## src/design/calibration_confidence_state_fsm_defines.svh

```systemverilog
// ----------------------------------------------------------------------------
// Calibration confidence state machine: assertion macros
// Shared assertion shorthands, clocked on the rising edge, off during reset.
// ----------------------------------------------------------------------------
`ifndef CALIBRATION_CONFIDENCE_STATE_FSM_DEFINES_SVH
`define CALIBRATION_CONFIDENCE_STATE_FSM_DEFINES_SVH

// Same-cycle implication.
`define CCSF_ASSERT_SAME(label, clk, rstn, ante, cons) \
    label: assert property (@(posedge clk) disable iff (!(rstn)) (ante) |-> (cons)) \
        else $error("assertion failed");

// Next-cycle implication.
`define CCSF_ASSERT_NEXT(label, clk, rstn, ante, cons) \
    label: assert property (@(posedge clk) disable iff (!(rstn)) (ante) |=> (cons)) \
        else $error("assertion failed");

`endif

```

## src/design/ccsf_pkg.sv

```systemverilog
// ----------------------------------------------------------------------------
// Calibration confidence state machine: package
// Codes, types and constants for the confidence state machine.
// ----------------------------------------------------------------------------
`default_nettype none

package ccsf_pkg;

    // Confidences are percentages and saturate here.
    localparam logic [6:0] CONF_MAX = 7'd100;

    // Working type for threshold arithmetic; wide enough that nothing wraps.
    typedef logic signed [8:0] th_calc_t;

    localparam th_calc_t THRESHOLD_DELTA = 9'sd10;
    localparam th_calc_t CONF_MAX_S      = 9'sd100;

    typedef enum logic [1:0] {
        ST_GOOD  = 2'd0,
        ST_UNVAL = 2'd1,
        ST_SUSP  = 2'd2,
        ST_BAD   = 2'd3
    } calib_state_t;

    typedef enum logic [1:0] {
        LV_LOW  = 2'd0,
        LV_MED  = 2'd1,
        LV_HIGH = 2'd2,
        LV_HSTR = 2'd3
    } conf_level_t;

    typedef enum logic [1:0] {
        MODE_CLASSIC = 2'd0,
        MODE_SIMPLE  = 2'd1,
        MODE_MEMORY  = 2'd2,
        MODE_DWELL   = 2'd3
    } machine_mode_t;

    typedef enum logic [2:0] {
        CFG_MACHINE_MODE    = 3'd0,
        CFG_MIN_HIGH_TH     = 3'd1,
        CFG_MAX_HIGH_TH     = 3'd2,
        CFG_THRESHOLD_STEP  = 3'd3,
        CFG_STRINGENT_INIT  = 3'd4,
        CFG_LOW_TH          = 3'd5,
        CFG_START_DELAY     = 3'd6,
        CFG_SUSPECT_TIME    = 3'd7
    } cfg_index_t;

endpackage

`default_nettype wire

```

## src/design/calibration_confidence_state_fsm.sv

```systemverilog
// Words pass through an input register and an output register. Throughput: one
// word per cycle unless the output is held. While a result waits downstream, one
// more word is taken into the empty input register; s_tready then stays low
// until it moves. The whole per-frame update is one pass of compares and clamps.
// Reset (aresetn, synchronous, active low) restores the register defaults and
// the machine state at once; no clearing pass is needed.
// ----------------------------------------------------------------------------
// Calibration confidence state machine
// Per-frame calibration state from confidence inputs, four selectable machines.
// ----------------------------------------------------------------------------
`default_nettype none

`include "calibration_confidence_state_fsm_defines.svh"

module calibration_confidence_state_fsm (
    input  wire logic        aclk,
    input  wire logic        aresetn,
    // Configuration write port
    input  wire logic        cfg_we,
    input  wire logic [2:0]  cfg_addr,
    input  wire logic [7:0]  cfg_wdata,
    // Input stream
    input  wire logic        s_tvalid,
    output logic             s_tready,
    // s_tdata: confidence[6:0], stringent_confidence[13:7], in_range[14],
    //          stable_signal[15], frame_index[31:16], degrade_cause_in[35:32]
    input  wire logic [39:0] s_tdata,
    // Result stream
    output logic             m_tvalid,
    input  wire logic        m_tready,
    // m_tdata: calib_state[1:0], degrade_cause[5:2], conf_level[7:6],
    //          high_threshold_now[14:8], stringent_threshold_now[21:15]
    output logic [23:0]      m_tdata
);

    // Configuration registers
    ccsf_pkg::machine_mode_t mode_reg;
    logic [6:0] min_high_reg;
    logic [6:0] max_high_reg;
    logic [6:0] step_reg;
    logic [6:0] str_init_reg;
    logic [6:0] low_th_reg;
    logic [7:0] start_delay_reg;
    logic [7:0] suspect_time_reg;

    // Machine state
    logic [6:0] high_th_reg, high_th_next;
    logic [6:0] str_th_reg, str_th_next;
    logic       was_high_reg, was_high_next;
    ccsf_pkg::conf_level_t  level_reg, level_next;
    logic [7:0] level_dwell_reg, level_dwell_next;
    logic [7:0] state_dwell_reg, state_dwell_next;
    ccsf_pkg::calib_state_t inner_reg, inner_next;
    ccsf_pkg::calib_state_t last_reg, last_next;

    // Pipeline
    logic        in_valid_reg;
    logic [35:0] in_data_reg;
    logic        out_valid_reg;
    logic [21:0] out_data_reg;
    logic        advance;

    // Decoded input word
    logic [6:0]  raw_conf, raw_sconf;
    logic [6:0]  conf, sconf;
    logic        in_range, stable;
    logic [15:0] frame;
    logic [3:0]  cause_in;

    // Step result
    ccsf_pkg::calib_state_t st;
    logic [3:0]             cause;
    logic [7:0]             dwell_cap;

    function automatic ccsf_pkg::th_calc_t to_th(input logic [6:0] v);
        return $signed({2'b00, v});
    endfunction

    function automatic ccsf_pkg::th_calc_t smax(input ccsf_pkg::th_calc_t a,
                                                input ccsf_pkg::th_calc_t b);
        return (a > b) ? a : b;
    endfunction

    function automatic ccsf_pkg::th_calc_t smin(input ccsf_pkg::th_calc_t a,
                                                input ccsf_pkg::th_calc_t b);
        return (a < b) ? a : b;
    endfunction

    function automatic logic [7:0] dwell_step(input logic same, input logic [7:0] cnt,
                                              input logic [7:0] cap);
        logic [8:0] n;
        n = same ? ({1'b0, cnt} + 9'd1) : 9'd0;
        return (n < {1'b0, cap}) ? n[7:0] : cap;
    endfunction

    assign advance  = in_valid_reg && (!out_valid_reg || m_tready);
    assign s_tready = !in_valid_reg || advance;
    assign m_tvalid = out_valid_reg;
    assign m_tdata  = {2'b00, out_data_reg};

    assign raw_conf  = in_data_reg[6:0];
    assign raw_sconf = in_data_reg[13:7];
    assign in_range  = in_data_reg[14];
    assign stable    = in_data_reg[15];
    assign frame     = in_data_reg[31:16];
    assign cause_in  = in_data_reg[35:32];
    assign conf      = (raw_conf  > ccsf_pkg::CONF_MAX) ? ccsf_pkg::CONF_MAX : raw_conf;
    assign sconf     = (raw_sconf > ccsf_pkg::CONF_MAX) ? ccsf_pkg::CONF_MAX : raw_sconf;
    assign dwell_cap = (suspect_time_reg > start_delay_reg) ? suspect_time_reg
                                                            : start_delay_reg;

    // Next-state logic for one frame.
    always_comb begin
        ccsf_pkg::th_calc_t ht_s, str_s, step_s, min_s, max_s;
        ccsf_pkg::th_calc_t str_lo, str_hi, hi_hi;
        ccsf_pkg::conf_level_t lvl;
        ccsf_pkg::calib_state_t inner;
        logic [7:0] ldw, sdw;
        logic exit_bad, exit_sus;

        ht_s   = to_th(high_th_reg);
        str_s  = to_th(str_th_reg);
        step_s = to_th(step_reg);
        min_s  = to_th(min_high_reg);
        max_s  = to_th(max_high_reg);
        str_lo = to_th(str_init_reg);
        str_hi = smin(str_lo + ccsf_pkg::THRESHOLD_DELTA, ccsf_pkg::CONF_MAX_S);
        hi_hi  = smin(min_s + ccsf_pkg::THRESHOLD_DELTA, str_lo);
        lvl    = ccsf_pkg::LV_LOW;
        inner  = inner_reg;
        ldw    = level_dwell_reg;
        sdw    = state_dwell_reg;
        exit_bad = 1'b0;
        exit_sus = 1'b0;

        high_th_next     = high_th_reg;
        str_th_next      = str_th_reg;
        was_high_next    = was_high_reg;
        level_next       = level_reg;
        level_dwell_next = level_dwell_reg;
        state_dwell_next = state_dwell_reg;
        inner_next       = inner_reg;
        st               = ccsf_pkg::ST_UNVAL;

        unique case (mode_reg)
            ccsf_pkg::MODE_CLASSIC: begin
                if (conf > high_th_reg) begin
                    st = in_range ? ccsf_pkg::ST_GOOD : ccsf_pkg::ST_UNVAL;
                    high_th_next = 7'(smax(min_s, ht_s - step_s));
                    was_high_next = 1'b1;
                end else begin
                    st = (conf > low_th_reg) ? ccsf_pkg::ST_UNVAL : ccsf_pkg::ST_SUSP;
                    if (was_high_reg) begin
                        high_th_next = 7'(smin(max_s, ht_s + step_s));
                    end
                end
                if (sconf > min_high_reg && !in_range) begin
                    st = ccsf_pkg::ST_BAD;
                end
            end
            ccsf_pkg::MODE_SIMPLE: begin
                // During ride start the state is forced to unvalidated.
                if (frame > {8'd0, start_delay_reg}) begin
                    if (conf > high_th_reg) begin
                        st = in_range ? ccsf_pkg::ST_GOOD : ccsf_pkg::ST_UNVAL;
                        was_high_next = 1'b1;
                    end else begin
                        st = (conf > low_th_reg) ? ccsf_pkg::ST_UNVAL : ccsf_pkg::ST_SUSP;
                    end
                    if (sconf > str_th_reg && !in_range) begin
                        st = ccsf_pkg::ST_BAD;
                    end
                end
            end
            ccsf_pkg::MODE_MEMORY: begin
                if (sconf > str_th_reg) begin
                    lvl = ccsf_pkg::LV_HSTR;
                end else if (conf > high_th_reg) begin
                    lvl = ccsf_pkg::LV_HIGH;
                end else if (conf > low_th_reg) begin
                    lvl = ccsf_pkg::LV_MED;
                end else begin
                    lvl = ccsf_pkg::LV_LOW;
                end
                ldw = dwell_step(lvl == level_reg, level_dwell_reg, dwell_cap);
                unique case (lvl)
                    ccsf_pkg::LV_HSTR: st = in_range ? ccsf_pkg::ST_GOOD : ccsf_pkg::ST_BAD;
                    ccsf_pkg::LV_HIGH: st = in_range ? ccsf_pkg::ST_GOOD : ccsf_pkg::ST_UNVAL;
                    ccsf_pkg::LV_MED:
                        st = (ldw < suspect_time_reg) ? last_reg : ccsf_pkg::ST_SUSP;
                    ccsf_pkg::LV_LOW:
                        st = (ldw < start_delay_reg) ? last_reg : ccsf_pkg::ST_UNVAL;
                endcase
                // Bad is left only for good.
                if (last_reg == ccsf_pkg::ST_BAD && st != ccsf_pkg::ST_GOOD) begin
                    st = ccsf_pkg::ST_BAD;
                end
                level_next       = lvl;
                level_dwell_next = ldw;
                state_dwell_next = dwell_step(last_reg == st, state_dwell_reg, dwell_cap);
            end
            ccsf_pkg::MODE_DWELL: begin
                if (conf > str_th_reg) begin
                    lvl = ccsf_pkg::LV_HSTR;
                    str_th_next = 7'(smin(str_s + step_s, str_hi));
                end else if (conf >= high_th_reg) begin
                    lvl = ccsf_pkg::LV_HIGH;
                    str_th_next  = 7'(smax(str_s - step_s, str_lo));
                    high_th_next = 7'(smax(ht_s - step_s, min_s));
                end else begin
                    lvl = ccsf_pkg::LV_LOW;
                    high_th_next = 7'(smin(ht_s + step_s, hi_hi));
                end
                ldw = dwell_step(lvl == level_reg, level_dwell_reg, dwell_cap);
                if (lvl == ccsf_pkg::LV_HSTR) begin
                    inner = in_range ? ccsf_pkg::ST_GOOD : ccsf_pkg::ST_BAD;
                end else if (lvl == ccsf_pkg::LV_HIGH) begin
                    inner = in_range ? ccsf_pkg::ST_GOOD : ccsf_pkg::ST_UNVAL;
                end else begin
                    inner = (ldw < start_delay_reg) ? last_reg : ccsf_pkg::ST_UNVAL;
                end
                // Suspected and bad are sticky until a clean exit condition.
                if (last_reg == ccsf_pkg::ST_BAD || last_reg == ccsf_pkg::ST_SUSP) begin
                    exit_bad = inner == ccsf_pkg::ST_GOOD && lvl == ccsf_pkg::LV_HSTR &&
                               last_reg == ccsf_pkg::ST_BAD;
                    exit_sus = inner == ccsf_pkg::ST_GOOD && last_reg == ccsf_pkg::ST_SUSP;
                    if (!(exit_bad || exit_sus)) begin
                        inner = last_reg;
                    end
                end
                if (!stable && inner != ccsf_pkg::ST_BAD) begin
                    inner = ccsf_pkg::ST_SUSP;
                end
                sdw = dwell_step(inner_reg == inner, state_dwell_reg, dwell_cap);
                st  = (inner == ccsf_pkg::ST_BAD || sdw > suspect_time_reg) ? inner : last_reg;
                level_next       = lvl;
                level_dwell_next = ldw;
                state_dwell_next = sdw;
                inner_next       = inner;
            end
        endcase

        last_next = st;
    end

    // Output word contents.
    always_comb begin
        cause = ((st > last_reg) && (st != ccsf_pkg::ST_BAD)) ? cause_in : 4'd0;
    end

    always_ff @(posedge aclk) begin
        if (!aresetn) begin
            mode_reg         <= ccsf_pkg::MODE_DWELL;
            min_high_reg     <= 7'd20;
            max_high_reg     <= 7'd85;
            step_reg         <= 7'd1;
            str_init_reg     <= 7'd70;
            low_th_reg       <= 7'd7;
            start_delay_reg  <= 8'd10;
            suspect_time_reg <= 8'd3;
            high_th_reg      <= 7'd20;
            str_th_reg       <= 7'd70;
            was_high_reg     <= 1'b0;
            level_reg        <= ccsf_pkg::LV_LOW;
            level_dwell_reg  <= 8'd0;
            state_dwell_reg  <= 8'd0;
            inner_reg        <= ccsf_pkg::ST_UNVAL;
            last_reg         <= ccsf_pkg::ST_UNVAL;
            in_valid_reg     <= 1'b0;
            out_valid_reg    <= 1'b0;
        end else begin
            if (s_tready) begin
                in_valid_reg <= s_tvalid;
            end
            if (advance) begin
                out_valid_reg   <= 1'b1;
                high_th_reg     <= high_th_next;
                str_th_reg      <= str_th_next;
                was_high_reg    <= was_high_next;
                level_reg       <= level_next;
                level_dwell_reg <= level_dwell_next;
                state_dwell_reg <= state_dwell_next;
                inner_reg       <= inner_next;
                last_reg        <= last_next;
            end else if (m_tready) begin
                out_valid_reg <= 1'b0;
            end
            // Writing a threshold floor also restarts that adaptive threshold.
            if (cfg_we) begin
                unique case (ccsf_pkg::cfg_index_t'(cfg_addr))
                    ccsf_pkg::CFG_MACHINE_MODE:
                        mode_reg <= ccsf_pkg::machine_mode_t'(cfg_wdata[1:0]);
                    ccsf_pkg::CFG_MIN_HIGH_TH: begin
                        min_high_reg <= cfg_wdata[6:0];
                        high_th_reg  <= cfg_wdata[6:0];
                    end
                    ccsf_pkg::CFG_MAX_HIGH_TH:    max_high_reg <= cfg_wdata[6:0];
                    ccsf_pkg::CFG_THRESHOLD_STEP: step_reg     <= cfg_wdata[6:0];
                    ccsf_pkg::CFG_STRINGENT_INIT: begin
                        str_init_reg <= cfg_wdata[6:0];
                        str_th_reg   <= cfg_wdata[6:0];
                    end
                    ccsf_pkg::CFG_LOW_TH:       low_th_reg       <= cfg_wdata[6:0];
                    ccsf_pkg::CFG_START_DELAY:  start_delay_reg  <= cfg_wdata;
                    ccsf_pkg::CFG_SUSPECT_TIME: suspect_time_reg <= cfg_wdata;
                endcase
            end
        end
    end

    always_ff @(posedge aclk) begin
        if (s_tvalid && s_tready) begin
            in_data_reg <= s_tdata[35:0];
        end
        if (advance) begin
            out_data_reg <= {str_th_next, high_th_next, 2'(level_next), cause, 2'(st)};
        end
    end

    `CCSF_ASSERT_NEXT(a_accept_fills_input, aclk, aresetn, s_tvalid && s_tready, in_valid_reg)
    `CCSF_ASSERT_NEXT(a_advance_gives_result, aclk, aresetn, advance, out_valid_reg)
    `CCSF_ASSERT_SAME(a_no_cause_when_bad, aclk, aresetn,
        out_valid_reg && out_data_reg[1:0] == ccsf_pkg::ST_BAD, out_data_reg[5:2] == 4'd0)
    `CCSF_ASSERT_NEXT(a_last_state_is_reported, aclk, aresetn, advance,
        out_data_reg[1:0] == last_reg)

endmodule

`default_nettype wire

```

## config.mk

```make
export PLATFORM = sky130hd
export DESIGN_NAME = calibration_confidence_state_fsm
export DESIGN_NICKNAME = d
export VERILOG_FILES = /design/src/design/ccsf_pkg.sv /design/src/design/calibration_confidence_state_fsm.sv
export VERILOG_INCLUDE_DIRS = /design/src /design/src/design
export SDC_FILE = /design/constraint.sdc
export NUM_CORES = 1
export LEC_CHECK = 0
export ABC_CLOCK_PERIOD_IN_PS = 14800
export BUFFER_PORTS_ARGS = -buffer_cell sky130_fd_sc_hd__buf_4
export CAP_MARGIN = 20
export CORE_MARGIN = 5
export CORE_UTILIZATION = 45
export DETAILED_ROUTE_END_ITERATION = 7
export GPL_ROUTABILITY_DRIVEN = 1
export PLACE_DENSITY = 0.66
export SLEW_MARGIN = 20
export SYNTH_ARGS = -nofsm -noshare
export SYNTH_HDL_FRONTEND = slang
export SYNTH_SLANG_ARGS = --single-unit
```

## constraint.sdc

```tcl
create_clock -name aclk -period 14.8 [get_ports aclk]
set_input_delay 2.22 -clock aclk [delete_from_list [all_inputs] [get_ports aclk]]
set_output_delay 2.22 -clock aclk [all_outputs]
set_load 0.1 [all_outputs]
```

# Word-level counts from Yosys, hierarchy flattened
# Index checks and enable logic that the tools add are counted.
# op_classes
reduce_logical,38
muxes,72
n_eq_ne,25
addsub,8
n_lt_le_gt_ge,27
# op_table
op,n
7-bit two-way mux,21
8-bit two-way mux,7
2-bit two-way mux,27
8-bit > comparator,5
8-bit < comparator,5
9-bit by 8-bit < comparator with 1-bit output,4
9-bit two-way mux,4
7-bit > comparator,5
8-bit one-hot mux with 2 select lines,2
2-bit AND reduction,10
8-bit by 1-bit adder with 9-bit output (second input constant),2
2-bit == test (second input constant),9
7-bit by 4-bit adder with 8-bit output (second input constant),2
7-bit by 7-bit adder with 8-bit output,2
16-bit by 8-bit > comparator with 1-bit output,1
2-bit one-hot mux with 4 select lines,2
7-bit by 7-bit subtractor with 8-bit output,2
7-bit > comparator (second input constant),2
7-bit one-hot mux with 2 select lines,1
3-bit == test (second input constant),4
1-bit logical AND,10
2-bit == test,4
7-bit by 8-bit < comparator with 1-bit output,1
8-bit by 7-bit < comparator with 1-bit output,1
other kinds (16),37
# totals
ff_bits,150
word_cells,191
inputBits,56

# Depth between registers and ports, before layout
# Gate-level depths: netlist (run 1).
# depth
depth_word,36
depth_mapped,57

# Worst setup path before layout (run 1)
# OpenSTA, ideal clock, no wires.
# synth_path
kind,register to register
start,register in_data_reg[3]
end,"register out_data_reg[2], data pin"
path_buffers,3
stages_incl_launch_ff,55
setup_ps,152
required_time_ps,14648
arrival_ps,11310
slack_ps,3338
path_cell_list,edfxtp_1 > o311ai_1 > nand2_1 > ha_1 > and3_1 > a221oi_2 > o2111ai_1 > and3_1 > buf_6 > o311a_4 > nand2_1 > nor2_1 > ha_1 > a21o_1 > a21o_1 > a21o_1 > a2111oi_0 > or2_2 > [19 not listed] > or3b_1 > nand3_1 > ha_1 > nor2b_1 > o21a_1 > o21a_1 > o21a_1 > o21ai_0 > a22oi_1 > a21oi_1 > a221oi_1 > a311o_1 > o21ai_1 > inv_1 > ha_1 > inv_1 > or4b_4 > a31oi_1
# synth_between
elab_chain_cells,36
# synth_rtl
element,line,text
from (decl),calibration_confidence_state_fsm.sv:58,logic [35:0] in_data_reg;
from (signal assigned),calibration_confidence_state_fsm.sv:313,in_data_reg <= s_tdata[35:0];
7-bit > comparator,calibration_confidence_state_fsm.sv:107,assign conf = (raw_conf > ccsf_pkg::CONF_MAX) ? ccsf_pkg::CONF_MAX : raw_conf;
7-bit two-way mux *,calibration_confidence_state_fsm.sv:107,
7-bit greater-or-equal comparator,calibration_confidence_state_fsm.sv:206,end else if (conf >= high_th_reg) begin
2-bit two-way mux,calibration_confidence_state_fsm.sv:206,
2-bit two-way mux,calibration_confidence_state_fsm.sv:203,if (conf > str_th_reg) begin
2-bit two-way mux,calibration_confidence_state_fsm.sv:145,unique case (mode_reg)
2-bit == test,calibration_confidence_state_fsm.sv:214,"ldw = dwell_step(lvl == level_reg, level_dwell_reg, dwell_cap);"
9-bit two-way mux,calibration_confidence_state_fsm.sv:92,"n = same ? ({1'b0, cnt} + 9'd1) : 9'd0;"
[21 not listed],n/a,
8-bit two-way mux,calibration_confidence_state_fsm.sv:93,"return (n < {1'b0, cap}) ? n[7:0] : cap;"
8-bit > comparator,calibration_confidence_state_fsm.sv:235,st = (inner == ccsf_pkg::ST_BAD || sdw > suspect_time_reg) ? inner : last_reg;
1-bit logical OR,calibration_confidence_state_fsm.sv:235,
2-bit two-way mux,calibration_confidence_state_fsm.sv:235,
2-bit one-hot mux with 4 select lines *,calibration_confidence_state_fsm.sv:145,
net last_next[1],calibration_confidence_state_fsm.sv:54,"ccsf_pkg::calib_state_t last_reg, last_next;"
2-bit > comparator / 2-bit inequality test (equally long branches),calibration_confidence_state_fsm.sv:248,cause = ((st > last_reg) && (st != ccsf_pkg::ST_BAD)) ? cause_in : 4'd0;
1-bit logical AND *,calibration_confidence_state_fsm.sv:248,
to (signal assigned),calibration_confidence_state_fsm.sv:316,"out_data_reg <= {str_th_next, high_th_next, 2'(level_next), cause, 2'(st)};"
to (decl),calibration_confidence_state_fsm.sv:60,logic [21:0] out_data_reg;
# The timed path passes the listed nets; every way through them passes the cells marked *. The select of a mux whose other input is x is not followed.
# A chain may end at the register's enable or synchronous reset.

# Final worst setup path (run 1)
# layout_path
start,register in_data_reg[3]
end,"register out_data_reg[3], data pin"
# Same word-level chain as after synthesis.

==> impl_metrics.ini, run 1 <==
[routing]
vias = 12500
postRouteAntennaNets = 0
drc = 0
drt-total-wl_mm = 42.7
drt_iter0_drc = 1188
avgViaCountPerCell = 6.04
first_pass_iters = 5
wl_per_cell_um = 20.7

[finish]
drive_above_1_share_pct = 10.3
largest_reg_flops = 36
seqCellArea_mm2 = 0.00358
final_cells = 2064
antenna_cells = 0
nNetsFinal = 1900
finalCoreUtilization_pct = 50.3
multiInputGateArea_mm2 = 0.00913
area_growth_syn_to_layout_pct = 10.8
fillers = 2837

[yosys]
yosysMostFrequentCell = ha_1
ys_ff_latch = 150
ys_warn_count = 0
synth_commonest_cells = 179 x ha_1, 176 x nand2_1, 127 x nor2_1
synth_top_cell_area_share_pct = 16.7
avgSynthCellArea_um2 = 8.27
syn_inst = 1622
synth.area.top_cells = ha_1 17%, dfxtp_1 14%, edfxtp_1 13%
yosysTopAreaCell = ha_1
syn_area_mm2 = 0.0134
synthArstFlopShare_pct = 0
synth_cell_types = 98
seq_area_frac_synth_pct = 26.7
synth_ff_type = dfxtp_1
synth_enable_flop_cells = 58

[sta]
setup_tns_ns = 0
rsz0062_at_grt = no
hold_violations = 0
fin_crit_sh_pct = 91.8
max_freq_mhz = 73.6
drv_slew = 0
worst_pin_slew_ns = 0.867
fin_crit_ns = 13.58
worst_slack_ns = 1.22
fin_skew_ns = 0.0136
setup_violations = 0
hold-worst-slack_ns = 0.469
slew_headroom_pct = 42.0

[placed_design]
portBuffers = 75
dp.cells = 2032
place_hpwl_mm = 33.0
pre_cts_ws_ns = 1.53
place_congestion = 0.957

[pwr]
cellPowerDensity_mw_per_mm2 = 103
p_int_mw = 0.916
p_sw_share_pct = 40.4
pwr-share-seq_pct = 31.8
p_switching_mw = 0.622
p_clk_share_pct = 27.7
p_leak_nw = 6.30
share_comb_of_total_power_pct = 40.5
peakVddDrop_uv = 83.0

[clock_tree]
clock-sinks = 150
cts_tree = yes
cts_resized = 0
hold_buffers = 0
h-tree-depth = 4
clk_latency_ns = 0.44
clk_path_buf_depth = 2
cts_buffers = 17
post_cts.repair.setup_buffers = 0
cts.root.buffer_cell = clkbuf_16
clkTransAtPathRegs_ns = 0.06

[setup_path]
cp_slowest_stage_delay_ns = 0.64
crit_family = compound AO/OA/AOI/OAI gates
worstSetupPathType = flip-flop to flip-flop
endpoint_kind = flip-flop
crit_path_top_delay_cell = a211oi_1
arrival_ns = 13.86
cp.buffers_inverters = 2
critPathMostFrequentCell = ha_1
cp.required_ns = 15.08
cp-start-kind = flip-flop
crit_path_max_fanout = 17

[global_routing]
grt_pass1_vias = 11800
grt_first_pass_wirelength_mm = 66.6
grt_use_total_pct = 25.3
grt_max_degree = 77
antenna_found_initial = 0
grt.overflow.total = 0

[floorplanning]
die_w_um = 183
start_util_pct = 45.4
die-area_mm2 = 0.0334
pin_count = 82
coreArea_mm2 = 0.0296
die_y_um = 183
rows = 63

[status]
outcome = finished clean

[worst_hold_path]
hold_path.class = flip-flop to flip-flop

[run]
maxCapViolations = 0
[logic make-up (layout without fill, tap and decap cells)]
| logic type | after synthesis | after routing | synth area share (%) |
|---|---|---|---|
| and+or+nand+nor | 507 | 507 | 17.9 |
| AOI/OAI and AO/OA | 504 | 504 | 26.1 |
| buffers and inverters | 186 | 237 | 5.36 |
| adders and majority gates | 185 | 185 | 17.4 |
| DFF | 150 | 150 | 26.7 |
| muxes | 49 | 49 | 3.79 |
| xor gates and xnor gates | 39 | 39 | 2.69 |
| other | 2 | 3 | 0.0560 |
[cell usage in the layout (no fill, tap or decap), types with 24 or more instances in the layout]
| master | count |
|---|---|
| ha_1 | 179 |
| a21oi_1 | 97 |
| o21ai_0 | 88 |
| edfxtp_1 | 58 |
| o21a_1 | 29 |
| nor2b_1 | 26 |
| nor2_1 | 127 |
| mux2i_1 | 34 |
| a21boi_0 | 47 |
| o211ai_1 | 33 |
| a21o_1 | 42 |
| dfxtp_1 | 92 |
| buf_4 | 91 |
| nand3_1 | 48 |
| xnor2_1 | 24 |
| inv_1 | 113 |
| nand2_1 | 176 |
[final timing paths]
kind                         startpoint                             to  slack (ns)  cells after the start
max reg2reg    in_data_reg[3]$_DFFE_PP_  out_data_reg[3]$_SDFFCE_PN0P_        1.22                     53
min reg2reg  low_th_reg[6]$_SDFFE_PN0P_     low_th_reg[6]$_SDFFE_PN0P_        0.47                      2
min          low_th_reg[6]$_SDFFE_PN0P_     low_th_reg[6]$_SDFFE_PN0P_        0.47                      2
max            in_data_reg[3]$_DFFE_PP_  out_data_reg[3]$_SDFFCE_PN0P_        1.22                     53
[stage by stage]
stage / power (mW) / area, um^2
2_1_floorplan: 0.941 / 13400
3_3_place_gp: 1.10 / 14300
3_5_place_dp: 1.10 / 14300
4_1_cts: 1.53 / 14900
5_1_grt: 1.62 / 14900
6_report: 1.54 / 14900
[area by class of cell]
type                       count  area share, %
clock buffer                  20           3.17
multi-input combinational   1287           61.4
clock inverter                12          0.631
sequential                   150           24.1
tap                          390           3.28
timing repair buffer          91           4.59
inverter                     114           2.88
[per-layer routing]
layer / global-route usage, % / share of wire, %
met1: 35.8 / 45
met4: 6.48 / 2.4
met5: 0 / 0
met2: 39.8 / 44
met3: 4.96 / 8.3
[worst register-to-register path, delay by kind of cell (launching register included)]
family / cells / cell delay (ns)
AND/OR/NAND/NOR: 13 / 3.22
flip-flops: 1 / 0.43
multiplexers: 1 / 0.39
adder cells (fa/ha/maj): 6 / 1.60
AO/OA/AOI/OAI: 31 / 7.60
buffers and inverters: 2 / 0.19
[power by group through the flow]
stage | logic [mW] | clock network [mW] | registers [mW]
4_1_cts | 0.611 | 0.432 | 0.489
3_3_place_gp | 0.598 | 0 | 0.497
6_report | 0.623 | 0.425 | 0.490
2_1_floorplan | 0.405 | 0 | 0.536
3_5_place_dp | 0.607 | 0 | 0.498
5_1_grt | 0.680 | 0.451 | 0.493
(Power assumes the default switching activity.)
==> inputs of run 2 (changes only) <==
--- a/config.mk
+++ b/config.mk
@@ -7,13 +7,13 @@
 export NUM_CORES = 1
 export LEC_CHECK = 0
 export ABC_CLOCK_PERIOD_IN_PS = 14800
-export BUFFER_PORTS_ARGS = -buffer_cell sky130_fd_sc_hd__buf_4
 export CAP_MARGIN = 20
 export CORE_MARGIN = 5
-export CORE_UTILIZATION = 45
+export CORE_UTILIZATION = 40
 export DETAILED_ROUTE_END_ITERATION = 7
+export DONT_BUFFER_PORTS = 1
 export GPL_ROUTABILITY_DRIVEN = 1
-export PLACE_DENSITY = 0.66
+export PLACE_DENSITY = 0.58
 export SLEW_MARGIN = 20
 export SYNTH_ARGS = -nofsm -noshare
 export SYNTH_HDL_FRONTEND = slang
==> run 2 against run 1 <==
Against the previous run: worst hold slack worse by 0.0067 ns; first-iteration DRC count down 9.8%; clock power up 3%; largest power group is now registers; clock skew down 0.0024 ns; die area up 12%.
==> impl_metrics.ini, run 2 (synthesized netlist as in run 1, its figures left out) <==
[status]
outcome = finished clean

[clock_tree]
clock-sinks = 150
cts_buffers = 17
clk_path_buf_depth = 2
cts.root.buffer_cell = clkbuf_16
post_cts.repair.setup_buffers = 0
cts_resized = 0
clk_latency_ns = 0.44
cts_tree = yes
hold_buffers = 0
h-tree-depth = 4
clkTransAtPathRegs_ns = 0.06

[finish]
antenna_cells = 0
drive_above_1_share_pct = 5.76
layout_common_cells = 179 x ha_1, 176 x nand2_1, 127 x nor2_1
postLayoutCellArea_mm2 = 0.0144
largest_reg_flops = 36
area_growth_syn_to_layout_pct = 7.02
nNetsFinal = 1822
final_common_cell = ha_1

[floorplanning]
rows = 67
pin_count = 82
die_y_um = 193
coreArea_mm2 = 0.0334
start_util_pct = 40.2
die_w_um = 193
die-area_mm2 = 0.0373

[routing]
vias = 12200
drt-total-wl_mm = 43.9
avgViaCountPerCell = 5.99
wl_per_cell_um = 21.5
first_pass_iters = 5
drt_iter0_drc = 1072
postRouteAntennaNets = 0
drc = 0

[global_routing]
grt_use_total_pct = 23.6
antenna_found_initial = 0
grt_pass1_vias = 11700
grt_max_degree = 91
grt_first_pass_wirelength_mm = 68.0
grt.overflow.total = 0

[setup_path]
cp_slowest_stage_delay_ns = 0.68
crit_path_max_fanout = 17
cp-start-kind = flip-flop
cp.buffers_inverters = 2
endpoint_kind = flip-flop
arrival_ns = 13.81
critPathMostFrequentCell = ha_1
crit_family = compound AO/OA/AOI/OAI gates
worstSetupPathType = flip-flop to flip-flop
cp.required_ns = 15.07
crit_path_top_delay_cell = a211oi_1

[sta]
worst_pin_slew_ns = 0.998
hold_violations = 0
fin_skew_ns = 0.0112
setup_violations = 0
max_freq_mhz = 73.9
slew_headroom_pct = 33.5
drv_slew = 0
hold-worst-slack_ns = 0.462
rsz0062_at_grt = no
setup_tns_ns = 0
fin_crit_sh_pct = 91.5
fin_crit_ns = 13.54

[placed_design]
portBuffers = 0
place_hpwl_mm = 33.8
dpl_cell_area_mm2 = 0.0138
place_congestion = 0.924

[pwr]
p_leak_nw = 5.92
cellPowerDensity_mw_per_mm2 = 106
peakVddDrop_uv = 89.2

[run]
maxCapViolations = 0

[worst_hold_path]
hold_path.class = flip-flop to flip-flop
==> run 2: worst paths after layout <==
path / startpoint / end / slack (ns) / cells past startpoint
worst max register to register: in_data_reg[3]$_DFFE_PP_ / out_data_reg[2]$_SDFFCE_PN0P_ / 1.26 / 53
worst min-delay path: low_th_reg[5]$_SDFFE_PN0P_ / low_th_reg[5]$_SDFFE_PN0P_ / 0.46 / 2
worst max-delay path: in_data_reg[3]$_DFFE_PP_ / out_data_reg[2]$_SDFFCE_PN0P_ / 1.26 / 53
worst min register to register: low_th_reg[5]$_SDFFE_PN0P_ / low_th_reg[5]$_SDFFE_PN0P_ / 0.46 / 2
==> run 2: metal layers <==
metal  global-route usage (%)  wire, um
met1                     34.1     20700
met5                        0         0
met2                     36.3     19100
met3                     4.11      3200
met4                     6.73       922
==> run 2: worst register-to-register path: cells and delay by family, from the launching register on <==
kind            cells  cell delay [ns]
mux                 1             0.40
compound gates     31             7.55
flops               1             0.44
fa+ha+maj           6             1.62
simple gates       13             3.21
buf+inv             2             0.16
==> run 2: stage by stage <==
step	cells	util [%]	total power, mW	setup WS (ns)
floorplan	1623	-	0.941	3.34
global placement	2012	41.3	1.07	1.64
detailed placement	2012	41.4	1.08	1.48
CTS	2044	43.0	1.52	1.45
global route	2044	43.0	1.61	0.211
finish	2044	43.0	1.52	1.26
==> run 2: final cells by class <==
class / count / area (um^2)
inverters: 114 / 428
multi-input cells: 1287 / 9130
repair buffers: 13 / 97.6
flip-flops and latches: 150 / 3580
fillers: 3432 / 19000
clock inverters: 11 / 125
clock buffers: 21 / 440
well taps: 448 / 561
==> run 2: report_power, final <==
part / internal, mW / switching (mW) / total (mW)
sequential: 0.461 / 0.0833 / 0.545
combinational: 0.204 / 0.335 / 0.539
clock: 0.249 / 0.188 / 0.437
total: 0.915 / 0.607 / 1.52
